==> src/hw/rtl/camt_pkg.sv <==
// shared types and constants for the creator/id mapping table
package camt_pkg;

  localparam int TABLE_DEPTH = 64;
  localparam int IDX_W       = $clog2(TABLE_DEPTH);
  localparam int CNT_W       = $clog2(TABLE_DEPTH + 1);

  localparam logic [1:0] REQ_PUT    = 2'd0;
  localparam logic [1:0] REQ_REMOVE = 2'd1;
  localparam logic [1:0] REQ_FETCH  = 2'd2;

  localparam logic [1:0] ST_OK        = 2'd0;
  localparam logic [1:0] ST_NOT_FOUND = 2'd1;
  localparam logic [1:0] ST_FULL      = 2'd2;

  typedef struct packed {
    logic [1:0]  req_type;
    logic [31:0] creator_code;
    logic [31:0] entry_id;
    logic [31:0] entry_tag;
    logic [15:0] position;
  } req_t;

  typedef struct packed {
    logic [1:0]  status;
    logic [6:0]  removed_count;
    logic [31:0] found_id;
    logic [31:0] found_tag;
  } result_t;

  typedef struct packed {
    logic [31:0] creator;
    logic [31:0] id;
    logic [31:0] tag;
  } rec_t;

endpackage

==> src/hw/rtl/camt_scan.sv <==
// request sequencer: scans the record ram one entry per cycle
module camt_scan (
  input  logic                        clk,
  input  logic                        rst_n,
  input  logic                        start,
  input  camt_pkg::req_t              req_in,
  output logic                        busy,
  output logic                        done,
  output camt_pkg::result_t           result,
  output logic                        ram_we,
  output logic [camt_pkg::IDX_W-1:0]  ram_wr_addr,
  output camt_pkg::rec_t              ram_wr_data,
  output logic [camt_pkg::IDX_W-1:0]  ram_rd_addr,
  input  camt_pkg::rec_t              ram_rd_data
);

  localparam logic S_IDLE = 1'b0;
  localparam logic S_SCAN = 1'b1;

  logic                       state_r, state_nxt;
  logic [camt_pkg::CNT_W-1:0] live_r, live_nxt;
  logic                       dv_r, dv_nxt;
  logic [camt_pkg::CNT_W-1:0] ra_r, ra_nxt;
  logic [camt_pkg::CNT_W-1:0] di_r, di_nxt;
  logic [camt_pkg::CNT_W-1:0] wr_r, wr_nxt;
  logic [camt_pkg::CNT_W-1:0] cnt_r, cnt_nxt;
  camt_pkg::req_t             req_r, req_nxt;

  logic                       cr_hit;
  logic                       key_hit;
  logic                       rm_hit;
  logic                       issue;
  logic                       scan_end;
  logic                       trivial;
  logic [camt_pkg::CNT_W-1:0] cnt_inc;

  assign busy = (state_r == S_SCAN);

  always_comb begin
    cr_hit   = (ram_rd_data.creator == req_r.creator_code);
    key_hit  = cr_hit && (ram_rd_data.id == req_r.entry_id);
    rm_hit   = cr_hit && ((req_r.entry_id == 32'd0) || key_hit);
    issue    = (ra_r < live_r);
    scan_end = !dv_r && !issue;
    cnt_inc  = cnt_r + 1'b1;
    // unused request code, or fetch of position zero, needs no scan
    trivial  = (req_r.req_type != camt_pkg::REQ_PUT) &&
               (req_r.req_type != camt_pkg::REQ_REMOVE) &&
               (req_r.req_type != camt_pkg::REQ_FETCH) ||
               (req_r.req_type == camt_pkg::REQ_FETCH) && (req_r.position == 16'd0);
  end

  always_comb begin
    state_nxt   = state_r;
    live_nxt    = live_r;
    dv_nxt      = dv_r;
    ra_nxt      = ra_r;
    di_nxt      = di_r;
    wr_nxt      = wr_r;
    cnt_nxt     = cnt_r;
    req_nxt     = req_r;
    done        = 1'b0;
    result      = '0;
    ram_we      = 1'b0;
    ram_wr_addr = wr_r[camt_pkg::IDX_W-1:0];
    ram_wr_data = ram_rd_data;
    ram_rd_addr = ra_r[camt_pkg::IDX_W-1:0];

    unique case (state_r)
      S_IDLE: begin
        if (start) begin
          req_nxt   = req_in;
          ra_nxt    = '0;
          dv_nxt    = 1'b0;
          wr_nxt    = '0;
          cnt_nxt   = '0;
          state_nxt = S_SCAN;
        end
      end
      S_SCAN: begin
        // read one entry ahead of the one being examined
        dv_nxt = issue;
        if (issue) begin
          ra_nxt = ra_r + 1'b1;
          di_nxt = ra_r;
        end
        priority if (trivial) begin
          done          = 1'b1;
          result.status = camt_pkg::ST_NOT_FOUND;
        end else if (dv_r) begin
          unique case (req_r.req_type)
            camt_pkg::REQ_PUT: begin
              if (key_hit) begin
                ram_we          = 1'b1;
                ram_wr_addr     = di_r[camt_pkg::IDX_W-1:0];
                ram_wr_data.tag = req_r.entry_tag;
                done            = 1'b1;
                result.status   = camt_pkg::ST_OK;
              end
            end
            camt_pkg::REQ_REMOVE: begin
              if (rm_hit) begin
                cnt_nxt = cnt_inc;
              end else begin
                // close up: survivor moves down to the write pointer
                ram_we = (wr_r != di_r);
                wr_nxt = wr_r + 1'b1;
              end
            end
            camt_pkg::REQ_FETCH: begin
              if (cr_hit) begin
                cnt_nxt = cnt_inc;
                if (16'(cnt_inc) == req_r.position) begin
                  done             = 1'b1;
                  result.status    = camt_pkg::ST_OK;
                  result.found_id  = ram_rd_data.id;
                  result.found_tag = ram_rd_data.tag;
                end
              end
            end
            default: begin
            end
          endcase
        end else if (scan_end) begin
          done = 1'b1;
          unique case (req_r.req_type)
            camt_pkg::REQ_PUT: begin
              if (live_r == camt_pkg::CNT_W'(camt_pkg::TABLE_DEPTH)) begin
                result.status = camt_pkg::ST_FULL;
              end else begin
                ram_we              = 1'b1;
                ram_wr_addr         = live_r[camt_pkg::IDX_W-1:0];
                ram_wr_data.creator = req_r.creator_code;
                ram_wr_data.id      = req_r.entry_id;
                ram_wr_data.tag     = req_r.entry_tag;
                live_nxt            = live_r + 1'b1;
                result.status       = camt_pkg::ST_OK;
              end
            end
            camt_pkg::REQ_REMOVE: begin
              live_nxt             = wr_r;
              result.status        = (cnt_r != '0) ? camt_pkg::ST_OK
                                                   : camt_pkg::ST_NOT_FOUND;
              result.removed_count = 7'(cnt_r);
            end
            default: begin
              result.status = camt_pkg::ST_NOT_FOUND;
            end
          endcase
        end
        if (done) begin
          dv_nxt    = 1'b0;
          state_nxt = S_IDLE;
        end
      end
      default: begin
        state_nxt = S_IDLE;
      end
    endcase
  end

  always_ff @(posedge clk) begin
    if (!rst_n) begin
      state_r <= S_IDLE;
      live_r  <= '0;
      dv_r    <= 1'b0;
    end else begin
      state_r <= state_nxt;
      live_r  <= live_nxt;
      dv_r    <= dv_nxt;
    end
  end

  always_ff @(posedge clk) begin
    ra_r  <= ra_nxt;
    di_r  <= di_nxt;
    wr_r  <= wr_nxt;
    cnt_r <= cnt_nxt;
    req_r <= req_nxt;
  end

endmodule

==> config.mk <==
export PLATFORM = sky130hd
export DESIGN_NAME = camt_scan
export DESIGN_NICKNAME = d
export VERILOG_FILES = /design/src/hw/rtl/camt_pkg.sv /design/src/hw/rtl/camt_scan.sv
export SDC_FILE = /design/constraint.sdc
export NUM_CORES = 1
export LEC_CHECK = 0
export ABC_AREA = 1
export BUFFER_PORTS_ARGS = -buffer_cell sky130_fd_sc_hd__buf_2
export CORE_MARGIN = 1.5
export CORE_UTILIZATION = 40
export DETAILED_ROUTE_END_ITERATION = 7
export PLACE_DENSITY = 0.69
export SYNTH_ARGS = -nofsm -noshare
export SYNTH_HDL_FRONTEND = slang
export SYNTH_SLANG_ARGS = --single-unit
==> constraint.sdc <==
create_clock -name clk -period 18.01 [get_ports clk]
set_clock_uncertainty 0.05 [all_clocks]
set_input_delay 5.403 -clock clk [delete_from_list [all_inputs] [get_ports clk]]
set_output_delay 5.403 -clock clk [all_outputs]
set_load 0.01 [all_outputs]
## Word level (Yosys, flattened, before mapping)

Cells that the tools add are included.

- Add/sub/neg operators: 4
- Magnitude comparators: 1
- Reductions and logical operators: 22
- Mux-type cells: 70
- Bitwise operators: 3
- Eq/ne operators: 19

Operator list:

| operator | number |
|---|---|
| two-way mux 96 bit | 5 |
| two-way mux 64 bit | 5 |
| two-way mux 32 bit | 3 |
| two-way mux 7 bit | 13 |
| two-way mux 73 bit | 1 |
| two-way mux 71 bit | 1 |
| one-hot mux 7 bit (2 select lines) | 5 |
| equality test 32 bit | 2 |
| two-way mux 6 bit | 8 |
| logical NOT 32 bit | 1 |
| adder 7 x 1 -> 7 bit, second input constant | 4 |
| two-way mux 1 bit | 20 |
| equality test 7 x 16 -> 1 bit | 1 |
| logical NOT 16 bit | 1 |
| AND reduction 6 bit | 2 |
| != test 2 bit, second input constant | 5 |
| two-way mux 9 bit | 1 |
| != test 2 x 1 -> 1 bit, second input constant | 4 |
| one-hot mux 1 bit (2 select lines) | 4 |
| equality test 7 bit, second input constant | 1 |
| less-than comparator 7 bit | 1 |
| != test 7 bit | 1 |
| nonzero test 7 bit | 1 |
| logical AND 1 bit | 6 |
| 13 further kinds | 23 |

- Output and inout bits: 184
- Bits of input ports: 213
- Flip-flop bits (word level): 151

## Logic depth before layout (Yosys ltp)

- Depth after elaboration: 10
- Gate-level depth with buffers: 15
- Depth with buffers taken out: 15

## Worst setup path after synthesis

Ideal clock, no wire load.

- Kind: input to output
- Start point: input port ram_rd_data[93] in the netlist's numbering
- End point: output port ram_we
- Setup slack: 5756 ps
- Data arrival time: 6801 ps
- Stages on the path: 13
- Path through: inv_1 -> nand2_1 -> nand2_1 -> a21oi_1 -> nand2_1 -> nor2_1 -> nand2_1 -> nor2_1 -> nand3_1 -> nand2_1 -> inv_2 -> buf_2 -> a21oi_1

- Cells in the longest elaborated chain, start to end: 9

Ends and longest elaborated chain:

| item | line | text |
|---|---|---|
| from (decl) | camt_scan.sv:14 | `input camt_pkg::rec_t ram_rd_data` |
| equality test 32 bit * | camt_scan.sv:40 | `cr_hit = (ram_rd_data.creator == req_r.creator_code);` |
| logical AND 1 bit | camt_scan.sv:41 | `key_hit = cr_hit && (ram_rd_data.id == req_r.entry_id);` |
| logical OR 1 bit | camt_scan.sv:42 | `rm_hit = cr_hit && ((req_r.entry_id == 32'd0) \|\| key_hit);` |
| logical AND 1 bit | camt_scan.sv:42 |  |
| two-way mux 1 bit | camt_scan.sv:102 | `if (rm_hit) begin` |
| one-hot mux 1 bit (2 select lines) * | camt_scan.sv:91 | `unique case (req_r.req_type)` |
| two-way mux 1 bit * | camt_scan.sv:90 | `end else if (dv_r) begin` |
| two-way mux 1 bit * | camt_scan.sv:87 | `priority if (trivial) begin` |
| two-way mux 1 bit * | camt_scan.sv:69 | `unique case (state_r)` |
| to (decl) | camt_scan.sv:10 | `output logic ram_we,` |

Every way passes the cells marked *; elsewhere a longest branch is shown, timed or not.

==> results.ini <==
[timing]
relSlewSlack=0.247
tightest_slew_ns=1.12
hold_viol=0
drv_slew=0
rsz0062_at_grt=no
tns_ns=0
setup_viol=0
max_freq_mhz=73.1
period_share=0.760
fin_crit_ns=13.68

[clocking]
clock_sinks=151
clk_latency_ns=0.42
root_buffer=clkbuf_16
cts_tree=yes
postCtsSetupRepairBufs=0
cts-buffers-inserted=17
ctsHoldBuffers=0
cts_buffer_depth=2
postCtsResizedCells=0
cts.clk_slew.worst_paths_ns=0.07
h-tree-depth=4

[pwr]
ir_drop_uv=55.2
power_density_mw_per_mm2=82.7
power_leakage_nw=5.91

[route]
wl_per_cell_um=17.1
vias=9308
antenna_left=0
drc=0
drt-initial-drc-count=777
viasPerCell=5.11
firstDrtPassIters=6
wirelength_um=31200

[yosys]
synthCells=1155
syn_nets=1380
yosysWarnings=0
yosysSeqAreaShare=0.482
synth_common_cells=nand2_1 (363), edfxtp_1 (142), inv_1 (119), nand3_1 (95), nor2_1 (84)
synth_area_leader_cell=edfxtp_1
netlist_area_mm2=0.00923
ys.flop_type=edfxtp_1
async_flop_share=0
ys_seq_elements=151
synth_area_per_cell_um2=7.99
synth_top_area_share=0.462
synth.most_common_cell=nand2_1
synth_edf_count=142
synth.area.top_cells=edfxtp_1 (46%), nand2_1 (15%), nand3_1 (5.2%)
synthDistinctLibCells=35

[critical_path]
crit_buf_inv=4
r2r_slack_ns=14.88
cp.required_ns=12.56
crit_fanout=32
r2r-start=req_r[113]
r2r_cells=3
cp_data_arrival_time_ns=8.23
worst-setup-path-type=primary input to primary output
startpoint_type=primary input
r2r_end=wr_r[3]
cpMostUsedCell=nand2_1
crit_slowest_cell=nand2_1
cp-end-kind=primary output
path_delay_family=simple AND/OR/NAND/NOR gates
crit_chain=buf_2, inv_1, nand2_1, nand2_1, nand2_1, inv_1, nand3_1, nor2_1, nand2_1, nor2_1, nand4_1, nand2_1, nand3_1, nand3_1, buf_2
slowest_delay_ns=0.90

[grt]
grt_pass1_wl_um=46300
antenna_found_initial=2
grt_pass1_vias=8472
grt_overflow=0
grt_start_max_net_pins=86
track_usage=0.253

[placement]
place_congestion=0.881
placed_area_mm2=0.0114
io_buffers=396
dpl.hpwl_um=23700

[die]
ios=397
start_util=0.408
die_area_mm2=0.0240
die_h_um=155
std_cell_rows=55
core-area_mm2=0.0226
dieWidth_um=155

[cells_and_area]
layout-drive-gt1-share=0.315
fillers=2220
design_area_mm2=0.0119
multi_input_area_mm2=0.00408
syn_to_final_growth_pct=29.4
seqCellArea_mm2=0.00444
fin_nets=1745

[worst_hold_path]
hold_class=flip-flop to flip-flop
whs_path_depth=0
hold_path_end=di_r[6]
min-delay-start=ra_r[6]

[status]
status=finished clean

[run]
max_cap_viol_count=0

==> through the flow <==
stage | setup WS, ns | power [W] | cells | hold WS, ns | util
final | 4.33 | 0.000987 | 1820 | 0.466 | 0.527
after global routing | 4.02 | 0.00104 | 1820 | 0.482 | 0.527
after CTS | 4.33 | 0.000994 | 1818 | 0.468 | 0.527
after detailed placement | 4.32 | 0.000652 | 1786 | 0.452 | 0.502
after floorplan | 5.76 | 0.000567 | 1155 | 0.427 | -
after global placement | 4.36 | 0.000647 | 1786 | 0.450 | 0.502
==> logic make-up after synthesis <==
logic type | count (synthesis) | synth area share
AOI/OAI and AO/OA | 110 | 0.0621
xor gates and xnor gates | 48 | 0.0456
adders and majority gates | 12 | 0.0163
buffers and inverters | 180 | 0.0791
DFF | 151 | 0.482
and+or+nand+nor | 654 | 0.315
==> layer usage <==
metal  track usage  vias to the layer above  part of all wire  routed length, um
met2         0.432                      402              0.49              15100
met1         0.324                     4296              0.42              13200
met4        0.0833                        0             0.024                757
met5             0                        -                 0                  0
li1              -                     4563                 -                  -
met3        0.0482                       47             0.069               2150
==> state kept, by name, summed over array words and instances, names as in the netlist <==
name / count
di_r: 7
req_r: 114
wr_r: 7
dv_r: 1
live_r: 7
busy: 1
ra_r: 7
cnt_r: 7
==> power by group <==
group | switching [W] | internal (W)
registers | 0.0000255 | 0.000421
clock network | 0.000161 | 0.000182
logic | 0.000126 | 0.0000717
==> final cells by class <==
cell class | count | area share
antenna | 2 | 0.000419
timing repair buffer | 403 | 0.170
inverter | 123 | 0.0387
multi-input combinational | 824 | 0.342
clock inverter | 15 | 0.0112
sequential | 151 | 0.372
tap | 285 | 0.0299
clock buffer | 17 | 0.0356
==> placed cells by master (no fill, tap or decap), drive strengths merged <==
cell type,instances
ha,12
nor2,85
o32ai,1
buf,403
a21oi,20
dfxtp,9
clkbuf,17
and3,64
clkinvlp,2
nor3,13
o21ai,83
nand4,16
edfxtp,142
xor2,25
and2,1
diode,2
o31ai,1
nand3,95
nand3b,1
a221oi,1
clkinv,6
o211ai,1
nand2,363
inv,130
a31oi,1
xnor2,23
a211oi,2
nor4,15
nor3b,1
==> worst max-delay path by stage <==
stage          cells past startpoint            start             end  slack, ns
4_1_cts                           15  ram_rd_data[75]  ram_wr_data[3]       4.33
2_1_floorplan                     13  ram_rd_data[93]          ram_we       5.76
3_3_place_gp                      11  ram_rd_data[69]  ram_wr_data[3]       4.36
5_1_grt                           15  ram_rd_data[75]  ram_wr_data[7]       4.02
3_5_place_dp                      15  ram_rd_data[75]  ram_wr_data[3]       4.32
6_report                          15  ram_rd_data[75]  ram_wr_data[3]       4.33
Note: power is estimated with default switching activity, not from simulation.
